===== src/rtl/core/rbs_pkg.sv =====
`default_nettype none

package rbs_pkg;

	// Device slots and derived widths.
	localparam int DEVICES    = 8;
	localparam int DEV_W      = $clog2(DEVICES);
	localparam int CNT_W      = $clog2(DEVICES + 1);
	localparam int DEV_IDX_W  = 8;

	// Field widths.
	localparam int BASE_W     = 32;
	localparam int PCT_W      = 7;
	localparam int RND_W      = 31;
	localparam int RETRY_W    = 8;
	localparam int DELAY_W    = 64;
	localparam int PCOUNT_W   = 4;
	localparam int SHIFT_W    = $clog2(DELAY_W);

	// Jitter bound arithmetic.
	localparam int PERCENT_SCALE = 100;
	localparam int PROD_W        = DELAY_W + PCT_W;
	localparam int REM_W         = $clog2(PERCENT_SCALE);
	localparam int QDIV_W        = REM_W + RND_W;
	localparam int STEP_W        = $clog2(QDIV_W);
	// A product at or above this limit gives a bound that no random word can reach.
	localparam logic [PROD_W-1:0] JIT_LIMIT = PROD_W'(PERCENT_SCALE) << RND_W;

	// Configuration port.
	localparam int CFG_IDX_W  = 2;
	localparam int CFG_DATA_W = 32;

	typedef enum logic [CFG_IDX_W-1:0] {
		REG_BASE_DELAY  = 2'd0,
		REG_JITTER_PCT  = 2'd1,
		REG_TEARING     = 2'd2
	} reg_idx_t;

	typedef enum logic {
		CMD_SCHEDULE = 1'b0,
		CMD_COMPLETE = 1'b1
	} cmd_t;

	typedef enum logic [1:0] {
		ST_DONE     = 2'd0,
		ST_PENDING  = 2'd1,
		ST_RANGE    = 2'd2,
		ST_TEARDOWN = 2'd3
	} status_t;

	typedef struct packed {
		logic                 command;
		logic [DEV_IDX_W-1:0] device_index;
		logic [RETRY_W-1:0]   retry_count;
		logic [RND_W-1:0]     random_value;
	} rbs_req_t;

	typedef struct packed {
		logic [1:0]          status;
		logic                scheduled;
		logic [DELAY_W-1:0]  backoff_ms;
		logic [PCOUNT_W-1:0] pending_count;
	} rbs_rsp_t;

endpackage

`default_nettype wire


===== src/rtl/core/retry_backoff_scheduler.sv =====
`default_nettype none

// Retry backoff scheduler: one pending-retry flag per device slot and a count of set flags.
// Requests arrive on req_valid/req_stall/req_data and one response per request leaves on
// rsp_valid/rsp_stall/rsp_data; a transaction completes when valid is high and stall is low.
// The user must write registers through cfg_we/cfg_index/cfg_data only while the block is
// idle; the block does not enforce this. One request is worked on at a time; req_stall is
// high from acceptance until the response is loaded into the output register. A completion,
// a rejected or an already-pending request goes straight to the done state; a schedule whose
// jitter bound exceeds any random word passes through shift, multiply, prepare and add;
// other schedules add, between prepare and add, a 38-step bit-serial divide by one hundred
// followed by a 31-step bit-serial modulo of the random word. The next request is taken the
// cycle after the response is loaded, so a new schedule cannot start before the previous
// response has been loaded.
// A response waits in the output register while rsp_stall is high; the next request is
// still accepted, and its response is held back until the register frees up.
// Reset clears all pending flags, the count and the registers.
module retry_backoff_scheduler (
	input  wire                           clk,
	input  wire                           arst_n,
	input  wire                           req_valid,
	output logic                          req_stall,
	input  rbs_pkg::rbs_req_t             req_data,
	output logic                          rsp_valid,
	input  wire                           rsp_stall,
	output rbs_pkg::rbs_rsp_t             rsp_data,
	input  wire                           cfg_we,
	input  wire [rbs_pkg::CFG_IDX_W-1:0]  cfg_index,
	input  wire [rbs_pkg::CFG_DATA_W-1:0] cfg_data
);

	typedef enum logic [3:0] {
		S_IDLE,
		S_SHIFT,
		S_MUL,
		S_PREP,
		S_DIV,
		S_MPREP,
		S_MOD,
		S_ADD,
		S_DONE
	} state_t;

	state_t state_q;

	// Configuration registers.
	logic [rbs_pkg::BASE_W-1:0] base_q;
	logic [rbs_pkg::PCT_W-1:0]  jit_pct_q;
	logic                       tearing_q;

	// Device bookkeeping.
	logic [rbs_pkg::DEVICES-1:0] flags_q;
	logic [rbs_pkg::CNT_W-1:0]   total_q;

	// Per-request working registers.
	logic [1:0]                   status_q;
	logic                         sched_q;
	logic [rbs_pkg::RETRY_W-1:0]  retry_q;
	logic [rbs_pkg::RND_W-1:0]    rnd_q;
	logic [rbs_pkg::DELAY_W-1:0]  d_q;
	logic [rbs_pkg::DELAY_W-1:0]  delay_q;
	logic [rbs_pkg::PROD_W-1:0]   prod_q;
	logic                         large_q;
	logic [rbs_pkg::QDIV_W-1:0]   dvd_q;
	logic [rbs_pkg::REM_W-1:0]    drem_q;
	logic [rbs_pkg::RND_W:0]      div_q;
	logic [rbs_pkg::RND_W:0]      mrem_q;
	logic [rbs_pkg::RND_W-1:0]    rsh_q;
	logic [rbs_pkg::STEP_W-1:0]   step_q;

	logic                         rsp_valid_q;
	rbs_pkg::rbs_rsp_t            rsp_q;

	// Combinational helpers.
	logic                               req_acc;
	logic                               dev_ok;
	logic [rbs_pkg::DEV_W-1:0]          dev_sel;
	logic                               dev_flag;
	rbs_pkg::status_t                   acc_status;
	logic                               acc_set;
	logic                               acc_clr;
	logic [rbs_pkg::RETRY_W-1:0]        shamt;
	logic [rbs_pkg::BASE_W+rbs_pkg::DELAY_W-1:0] ext;
	logic                               shift_sat;
	logic [rbs_pkg::DELAY_W-1:0]        d_next;
	logic [rbs_pkg::PROD_W-1:0]         prod;
	logic [rbs_pkg::REM_W:0]            dt;
	logic                               dge;
	logic [rbs_pkg::RND_W+1:0]          mt;
	logic                               mge;
	logic [rbs_pkg::RND_W:0]            jit;
	logic [rbs_pkg::DELAY_W:0]          sum;
	logic                               rsp_load;

	assign req_acc  = req_valid && !req_stall;
	assign req_stall = (state_q != S_IDLE);
	assign rsp_valid = rsp_valid_q;
	assign rsp_data  = rsp_q;
	assign rsp_load  = (state_q == S_DONE) && (!rsp_valid_q || !rsp_stall);

	assign dev_ok   = req_data.device_index < rbs_pkg::DEV_IDX_W'(rbs_pkg::DEVICES);
	assign dev_sel  = req_data.device_index[rbs_pkg::DEV_W-1:0];
	assign dev_flag = flags_q[dev_sel];

	// Outcome of an accepted request, decided from the flags before they change.
	always_comb begin
		acc_status = rbs_pkg::ST_DONE;
		acc_set    = 1'b0;
		acc_clr    = 1'b0;
		if (!dev_ok) begin
			acc_status = rbs_pkg::ST_RANGE;
		end else if (req_data.command == rbs_pkg::CMD_COMPLETE) begin
			acc_clr = dev_flag;
		end else if (tearing_q) begin
			acc_status = rbs_pkg::ST_TEARDOWN;
		end else if (dev_flag) begin
			acc_status = rbs_pkg::ST_PENDING;
		end else begin
			acc_set = 1'b1;
		end
	end

	// Doubling by retry_count-1 as one shift; anything that reaches the top word saturates.
	always_comb begin
		shamt     = (retry_q > rbs_pkg::RETRY_W'(1)) ? retry_q - rbs_pkg::RETRY_W'(1)
			: '0;
		ext       = {{rbs_pkg::DELAY_W{1'b0}}, base_q} << shamt[rbs_pkg::SHIFT_W-1:0];
		shift_sat = (shamt >= rbs_pkg::RETRY_W'(rbs_pkg::DELAY_W)) ? (base_q != '0)
			: (|ext[rbs_pkg::BASE_W+rbs_pkg::DELAY_W-1:rbs_pkg::DELAY_W]);
		d_next    = shift_sat ? '1 : ext[rbs_pkg::DELAY_W-1:0];
	end

	assign prod = rbs_pkg::PROD_W'(d_q) * rbs_pkg::PROD_W'(jit_pct_q);

	// One quotient bit of the divide by one hundred.
	always_comb begin
		dt  = {drem_q, dvd_q[rbs_pkg::QDIV_W-1]};
		dge = dt >= (rbs_pkg::REM_W+1)'(rbs_pkg::PERCENT_SCALE);
	end

	// One step of the restoring modulo of the random word by bound+1.
	always_comb begin
		mt  = {mrem_q, rsh_q[rbs_pkg::RND_W-1]};
		mge = mt >= {1'b0, div_q};
	end

	always_comb begin
		jit = large_q ? {1'b0, rnd_q} : mrem_q;
		sum = {1'b0, d_q} + (rbs_pkg::DELAY_W+1)'(jit);
	end

	always_ff @(posedge clk or negedge arst_n) begin
		if (!arst_n) begin
			base_q    <= '0;
			jit_pct_q <= '0;
			tearing_q <= 1'b0;
		end else if (cfg_we) begin
			case (cfg_index)
				rbs_pkg::REG_BASE_DELAY: base_q    <= cfg_data[rbs_pkg::BASE_W-1:0];
				rbs_pkg::REG_JITTER_PCT: jit_pct_q <= cfg_data[rbs_pkg::PCT_W-1:0];
				rbs_pkg::REG_TEARING:    tearing_q <= cfg_data[0];
				default: ;
			endcase
		end
	end

	always_ff @(posedge clk or negedge arst_n) begin
		if (!arst_n) begin
			state_q     <= S_IDLE;
			flags_q     <= '0;
			total_q     <= '0;
			rsp_valid_q <= 1'b0;
			rsp_q       <= '0;
			status_q    <= '0;
			sched_q     <= 1'b0;
			retry_q     <= '0;
			rnd_q       <= '0;
			d_q         <= '0;
			delay_q     <= '0;
			prod_q      <= '0;
			dvd_q       <= '0;
			drem_q      <= '0;
			div_q       <= '0;
			mrem_q      <= '0;
			rsh_q       <= '0;
			step_q      <= '0;
			large_q     <= 1'b0;
		end else begin
			if (rsp_valid_q && !rsp_stall && !rsp_load) begin
				rsp_valid_q <= 1'b0;
			end
			case (state_q)
				S_IDLE: begin
					if (req_acc) begin
						status_q <= acc_status;
						sched_q  <= acc_set;
						delay_q  <= '0;
						retry_q  <= req_data.retry_count;
						rnd_q    <= req_data.random_value;
						state_q  <= acc_set ? S_SHIFT : S_DONE;
						if (acc_set) begin
							flags_q[dev_sel] <= 1'b1;
							total_q          <= total_q + rbs_pkg::CNT_W'(1);
						end else if (acc_clr) begin
							flags_q[dev_sel] <= 1'b0;
							total_q          <= total_q - rbs_pkg::CNT_W'(1);
						end
					end
				end
				S_SHIFT: begin
					d_q     <= d_next;
					state_q <= S_MUL;
				end
				S_MUL: begin
					prod_q  <= prod;
					state_q <= S_PREP;
				end
				S_PREP: begin
					large_q <= prod_q >= rbs_pkg::JIT_LIMIT;
					dvd_q   <= prod_q[rbs_pkg::QDIV_W-1:0];
					drem_q  <= '0;
					step_q  <= rbs_pkg::STEP_W'(rbs_pkg::QDIV_W - 1);
					state_q <= (prod_q >= rbs_pkg::JIT_LIMIT) ? S_ADD : S_DIV;
				end
				S_DIV: begin
					drem_q <= dge ? rbs_pkg::REM_W'(dt - (rbs_pkg::REM_W+1)'(rbs_pkg::PERCENT_SCALE))
						: dt[rbs_pkg::REM_W-1:0];
					dvd_q  <= {dvd_q[rbs_pkg::QDIV_W-2:0], dge};
					step_q <= step_q - rbs_pkg::STEP_W'(1);
					if (step_q == '0) begin
						state_q <= S_MPREP;
					end
				end
				S_MPREP: begin
					// The quotient fits the random word's width here, so bound+1 fits one more bit.
					div_q   <= {1'b0, dvd_q[rbs_pkg::RND_W-1:0]} + (rbs_pkg::RND_W+1)'(1);
					mrem_q  <= '0;
					rsh_q   <= rnd_q;
					step_q  <= rbs_pkg::STEP_W'(rbs_pkg::RND_W - 1);
					state_q <= S_MOD;
				end
				S_MOD: begin
					mrem_q <= mge ? (rbs_pkg::RND_W+1)'(mt - {1'b0, div_q})
						: mt[rbs_pkg::RND_W:0];
					rsh_q  <= {rsh_q[rbs_pkg::RND_W-2:0], 1'b0};
					step_q <= step_q - rbs_pkg::STEP_W'(1);
					if (step_q == '0) begin
						state_q <= S_ADD;
					end
				end
				S_ADD: begin
					delay_q <= sum[rbs_pkg::DELAY_W] ? '1 : sum[rbs_pkg::DELAY_W-1:0];
					state_q <= S_DONE;
				end
				S_DONE: begin
					if (rsp_load) begin
						rsp_valid_q           <= 1'b1;
						rsp_q.status          <= status_q;
						rsp_q.scheduled       <= sched_q;
						rsp_q.backoff_ms      <= delay_q;
						rsp_q.pending_count   <= rbs_pkg::PCOUNT_W'(total_q);
						state_q               <= S_IDLE;
					end
				end
				default: state_q <= S_IDLE;
			endcase
		end
	end

	property p_count_matches_flags;
		@(posedge clk) disable iff (!arst_n)
			total_q == rbs_pkg::CNT_W'($countones(flags_q));
	endproperty
	a_count_matches_flags: assert property (p_count_matches_flags)
		else $error("pending count differs from the number of set flags");

	property p_sched_status;
		@(posedge clk) disable iff (!arst_n)
			rsp_valid_q && rsp_q.scheduled |-> rsp_q.status == rbs_pkg::ST_DONE;
	endproperty
	a_sched_status: assert property (p_sched_status)
		else $error("new retry reported with a non-done status");

	property p_no_task_no_delay;
		@(posedge clk) disable iff (!arst_n)
			rsp_valid_q && !rsp_q.scheduled |-> rsp_q.backoff_ms == '0;
	endproperty
	a_no_task_no_delay: assert property (p_no_task_no_delay)
		else $error("delay reported without a new retry");

	property p_div_rem_range;
		@(posedge clk) disable iff (!arst_n)
			state_q == S_DIV |-> drem_q < rbs_pkg::REM_W'(rbs_pkg::PERCENT_SCALE);
	endproperty
	a_div_rem_range: assert property (p_div_rem_range)
		else $error("divide-by-hundred remainder out of range");

	property p_mod_rem_range;
		@(posedge clk) disable iff (!arst_n)
			state_q == S_MOD |-> mrem_q < div_q;
	endproperty
	a_mod_rem_range: assert property (p_mod_rem_range)
		else $error("jitter remainder not below its divisor");

endmodule

`default_nettype wire


===== config.mk =====
export PLATFORM = sky130hd
export DESIGN_NAME = retry_backoff_scheduler
export DESIGN_NICKNAME = d
export VERILOG_FILES = /design/src/rtl/core/rbs_pkg.sv /design/src/rtl/core/retry_backoff_scheduler.sv
export SDC_FILE = /design/constraint.sdc
export NUM_CORES = 2
export LEC_CHECK = 0
export ABC_AREA = 1
export ABC_CLOCK_PERIOD_IN_PS = 8130
export BUFFER_PORTS_ARGS = -buffer_cell sky130_fd_sc_hd__buf_2
export CAP_MARGIN = 20
export CELL_PAD_IN_SITES_DETAIL_PLACEMENT = 0
export CELL_PAD_IN_SITES_GLOBAL_PLACEMENT = 2
export CORE_ASPECT_RATIO = 0.7
export CORE_MARGIN = 2
export CORE_UTILIZATION = 40
export DETAILED_ROUTE_END_ITERATION = 10
export PLACE_DENSITY = 0.84
export SLEW_MARGIN = 20
export SYNTH_ARGS = -nofsm -noshare
export SYNTH_HDL_FRONTEND = slang
export SYNTH_SLANG_ARGS = --single-unit

===== constraint.sdc =====
create_clock -name clk -period 8.13 [get_ports clk]
set_input_delay 1.626 -clock clk [delete_from_list [all_inputs] [get_ports clk]]
set_output_delay 1.626 -clock clk [all_outputs]
set_load 0.03 [all_outputs]

### Word-level counts from Yosys, hierarchy flattened

Cells that the tools add are included.

* register bits: 516
* bits of input ports: 87

* add/sub/neg operators: 8
* multiply operators: 1
* magnitude comparators: 8
* equal/unequal tests: 14
* shifts and indexed selects: 1
* multiplexer cells: 42
* bitwise gates (word level): 3
* reductions and logical operators: 30

Operators by type and width (count)
* $mux 64: 3
* $pmux 64 s2: 1
* $shl 32x6->96: 1
* $pmux 38 s2: 1
* $ge 71x38->1 const B: 1
* $mul 64x7->71: 1
* $add 64x32->65: 1
* $mux 32: 2
* $pmux 32 s2: 1
* $pmux 31 s2: 1
* $pmux 4 s9: 1
* $ge 33x32->1: 1
* $add 31x1->32 const B: 1
* $reduce_bool 32->1: 1
* $reduce_or 32->1: 1
* $sub 32x32->32: 1
* $mux 4: 7
* $mux 8: 3
* $pmux 6 s3: 1
* $eq 4x3->1 const B: 4
* $ge 8x7->1 const B: 2
* $pmux 7 s2: 1
* $mux 1: 13
* $reduce_and 2->1: 6
* 34 further kinds: 51

### Depth between registers and ports, before layout

* word-level depth: 9
* gate-level depth with buffers: 29
* mapped depth without buffers: 27

### Worst setup path before layout

OpenSTA, ideal clock, no wires.

* path kind: reg-to-reg
* from: register jit_pct_q[5] in the netlist's numbering
* to: register prod_q[54] in the netlist's numbering
* library setup time: 0.118 ns
* arrival: 5.071 ns
* path slack: 2.941 ns
* cell stages (with the launch flop): 27
* period minus slack after synthesis: 5.189 ns
* path through: dfrtp_1 -> clkbuf_1 -> buf_1 -> nand2_1 -> inv_1 -> fa_1 -> fa_1 -> fa_1 -> inv_1 -> fa_1 -> inv_1 -> ha_1 -> inv_1 -> o21ai_0 -> a21oi_1 -> nand2_1 -> a21boi_0 -> o21ai_0 -> nand2_1 -> nand2_1 -> a21oi_1 -> o21ai_0 -> nand2_1 -> nand2_1 -> nand2_1 -> nand3_1 -> nand2_1

* word-level cells in the longest chain between the ends: 1

Ends and longest elaborated chain
* start: declaration: line retry_backoff_scheduler.sv:48 `logic [rbs_pkg::PCT_W-1:0] jit_pct_q;`
* start signal: assignment: line retry_backoff_scheduler.sv:160 `rbs_pkg::REG_JITTER_PCT: jit_pct_q <= cfg_data[rbs_pkg::PCT_W-1:0];`
* $mul 64x7->71: line retry_backoff_scheduler.sv:133 `assign prod = rbs_pkg::PROD_W'(d_q) * rbs_pkg::PROD_W'(jit_pct_q);`
* end signal: assignment: line retry_backoff_scheduler.sv:215 `prod_q <= prod;`
* end: declaration: line retry_backoff_scheduler.sv:62 `logic [rbs_pkg::PROD_W-1:0] prod_q;`

Every way passes these cells.
A chain may end at the register's enable or synchronous reset.

### Worst setup path after layout

* from: register jit_pct_q[5] in the netlist's numbering
* to: register prod_q[62] in the netlist's numbering

Same word-level chain as after synthesis.

==> flow_summary.ini <==
[outcome]
run_status = finished clean

[die]
initial_core_util_pct = 40.19
ios = 160
die_w_um = 405.6
die_h_um = 285.1
coreArea_mm2 = 0.1124
rows = 103
dieArea_mm2 = 0.1156

[sta]
timing.final.crit_share_pct = 87.63
finalSetupViolCount = 0
max_slew.worst_pin.slew_ns = 1.074
fin_crit_ns = 7.124
relSlewSlack_pct = 28.38
slew_viol_final = 0
final_hold_viol_count = 0
fmax_ghz = 0.1404
clock_skew_ns = 0.07382
rsz0062_at_grt = false
setup_tns_ns = 0

[placed_design]
dpl-instance-area_mm2 = 0.04717
hpwl_um = 121700
io_buffers = 159
gp_congestion = 0.9249

[global_route]
grt_pass1_wl_um = 245800
grt_use_total_pct = 27.41
antenna_found_initial = 4
grt_pass1_vias = 40170
grt-ovfl-total = 0
grt_start_max_net_pins = 168

[synth]
async_flop_share_pct = 100.0
yosysSeqAreaShare_pct = 28.59
synth_enable_flop_cells = 0
syn_area_per_cell_um2 = 7.054
synth_cells = 6402
yosysTopAreaCell = dfrtp_1
synth-seq-cells = 516
synthTopCellsByArea = dfrtp_1 29%, fa_1 14%, nand2_1 13%, inv_1 10%, o21ai_0 6.6%
synth_ff_type = dfrtp_1
netlist.area_leader.share_pct = 28.59
synthTopCellsByCount = 1586 x nand2_1, 1232 x inv_1, 595 x o21ai_0
syn_nets = 6963
syn_area_mm2 = 0.04516
yosysMostFrequentCell = nand2_1
synth.distinct_cells = 54
yosysWarnings = 0

[clock_tree]
cts_made_buffers = 56
clk-insertion-delay-late_ns = 0.68
cts-resized-gates = 0
clk_pin_slew_ns = 0.06
clock_sinks = 516
cts_setup_buffers = 0
clockBufferDepth = 3
cts_tree = built
cts_hold_buf = 0
clock-root-buffer = clkbuf_16
h-tree-depth = 2

[cells_and_area]
syn_to_final_growth_pct = 8.603
nFillCells = 11950
post-route-util_pct = 43.64
n_antenna_cell = 0
num-nets-final = 6929
final_area_mm2 = 0.04905
drive_above_1_share_pct = 6.474

[worst_setup_path]
critPathRequiredTime_ns = 8.63
critPathArrivalTime_ns = 7.62
crit_fanout = 47
setup.worst_path.start_class = register
crit_path_end_kind = register
worst-setup-path-type = register to register

[pwr]
irDropWorstVdd_v = 0.0002441
powerDensity_mw_per_mm2 = 315.8
power_leakage_nw = 27.30

[routing]
vias_per_cell = 5.199
vias = 41240
wl_per_cell_um = 19.79
ant_nets = 0
drt-initial-drc-count = 4027
drc = 0
drtPass1Iterations = 6
drt-total-wl_um = 157000

[hold_path]
worstHoldPathType = register to register

[run]
cap_viol_max_count = 0
worst paths after layout:
kind / slack (ns) / start / cells after the start / endpoint
max reg2reg: 1.01 / jit_pct_q[5]$_DFFE_PN0P_ / 24 / prod_q[62]$_DFFE_PN0P_
max in group asynchronous: 5.76 / arst_n / 2 / rsh_q[5]$_DFFE_PN0N_
min: 0.47 / prod_q[1]$_DFFE_PN0P_ / 2 / prod_q[1]$_DFFE_PN0P_
min in group asynchronous: 0.90 / arst_n / 1 / base_q[20]$_DFFE_PN0P_
max: 1.01 / jit_pct_q[5]$_DFFE_PN0P_ / 24 / prod_q[62]$_DFFE_PN0P_
min reg2reg: 0.47 / prod_q[1]$_DFFE_PN0P_ / 2 / prod_q[1]$_DFFE_PN0P_
sequential cells by signal (all words and copies together) (netlist names), 32 cells and up, named ones only:
| name | flops |
|---|---|
| base_q | 32 |
| delay_q | 64 |
| dvd_q | 38 |
| div_q | 32 |
| d_q | 64 |
| mrem_q | 32 |
| prod_q | 71 |
| rsp_data | 71 |
cell families (layout without fill, tap and decap cells):
kind of cell / count (synthesis) / after routing / synth area share [%]
AO/OA/AOI/OAI: 1104 / 1104 / 13.24
adder cells (fa/ha/maj): 474 / 474 / 18.32
XOR/XNOR: 120 / 120 / 2.327
buffers and inverters: 1545 / 1553 / 13.01
AND/OR/NAND/NOR: 2632 / 2632 / 24.24
multiplexers: 11 / 11 / 0.2715
flip-flops: 516 / 516 / 28.59
layout by cell type (no fill, tap or decap), types with 4 or more instances in the layout:
master      instances
nor3_1             52
clkbuf_1           16
clkbuf_16          56
bufinv_16           5
dfrtp_1           509
dfrtp_2             7
xnor2_1            49
inv_2               9
mux2_2             10
ha_1              162
o211ai_1           20
nand3b_1            8
inv_1            1229
buf_12              4
o21a_1             21
a21o_1             28
a21oi_1           285
o22ai_1            43
or2_2              70
nor2_2              4
a31oi_1            62
nand4_1            36
nor2_1            388
o21ai_0           595
nand3_1           434
buf_2             158
xor2_1             71
a211oi_1            6
buf_4              49
clkinvlp_4          4
nand2_1          1586
clkinv_2            4
clkbuf_8           10
fa_1              312
o221ai_1            6
nor4_1             35
o21bai_1            9
a21boi_0            6
nor3_2              4
report_power, final:
group / internal [mW] / switching, mW
clock network: 1.52 / 1.16
logic: 2.83 / 6.22
registers: 2.91 / 0.844
total: 7.27 / 8.22
layout make-up:
type,instances,area [µm²],area share [%]
multi-input combinational,4341,26440,53.90
sequential,516,12920,26.34
timing repair buffer,213,1261,2.571
clock buffer,82,1599,3.260
tap,1522,1904,3.883
inverter,1240,4654,9.490
clock inverter,18,267.8,0.5459
worst max-delay path: stages, from the launching register on:
cell and delay [ns]:
dfrtp_2 1.05, nand2_1 0.17, fa_1 0.53, fa_1 0.55, inv_1 0.09, fa_1 0.53
inv_1 0.05, fa_1 0.53, inv_1 0.04, ha_1 0.32, nand2_1 0.08, nor2_1 0.62
nand2_1 0.11, nand2_1 0.14, a21boi_0 0.14, o21ai_0 0.48, nand2_1 0.09, nand2_1 0.13
a21oi_1 0.17, o21ai_0 0.59, nand2_1 0.14, nand2_1 0.09, nand2_1 0.05, nand3_1 0.10
nand2_1 0.07
stage by stage:
stage                     worst slack (ns)  hold WS [ns]  power (mW)  cells
after floorplan                      2.941        0.4422       9.796   6402
after global placement               1.233        0.4625       12.78   7831
after detailed placement             1.258        0.4604       12.78   7831
after CTS                            1.183        0.4762       15.54   7931
after global routing                0.5156        0.4981       16.88   7932
final                                1.006        0.4732       15.49   7932
routing by layer:
layer	global-route usage, %	part of all wire [%]	wire length [µm]
met1	42.95	50	77880
met2	39.82	42	65280
met3	4.520	7.3	11450
met4	4.294	1.5	2319
met5	0	0.013	21
Power figures use the tool's default switching activity.
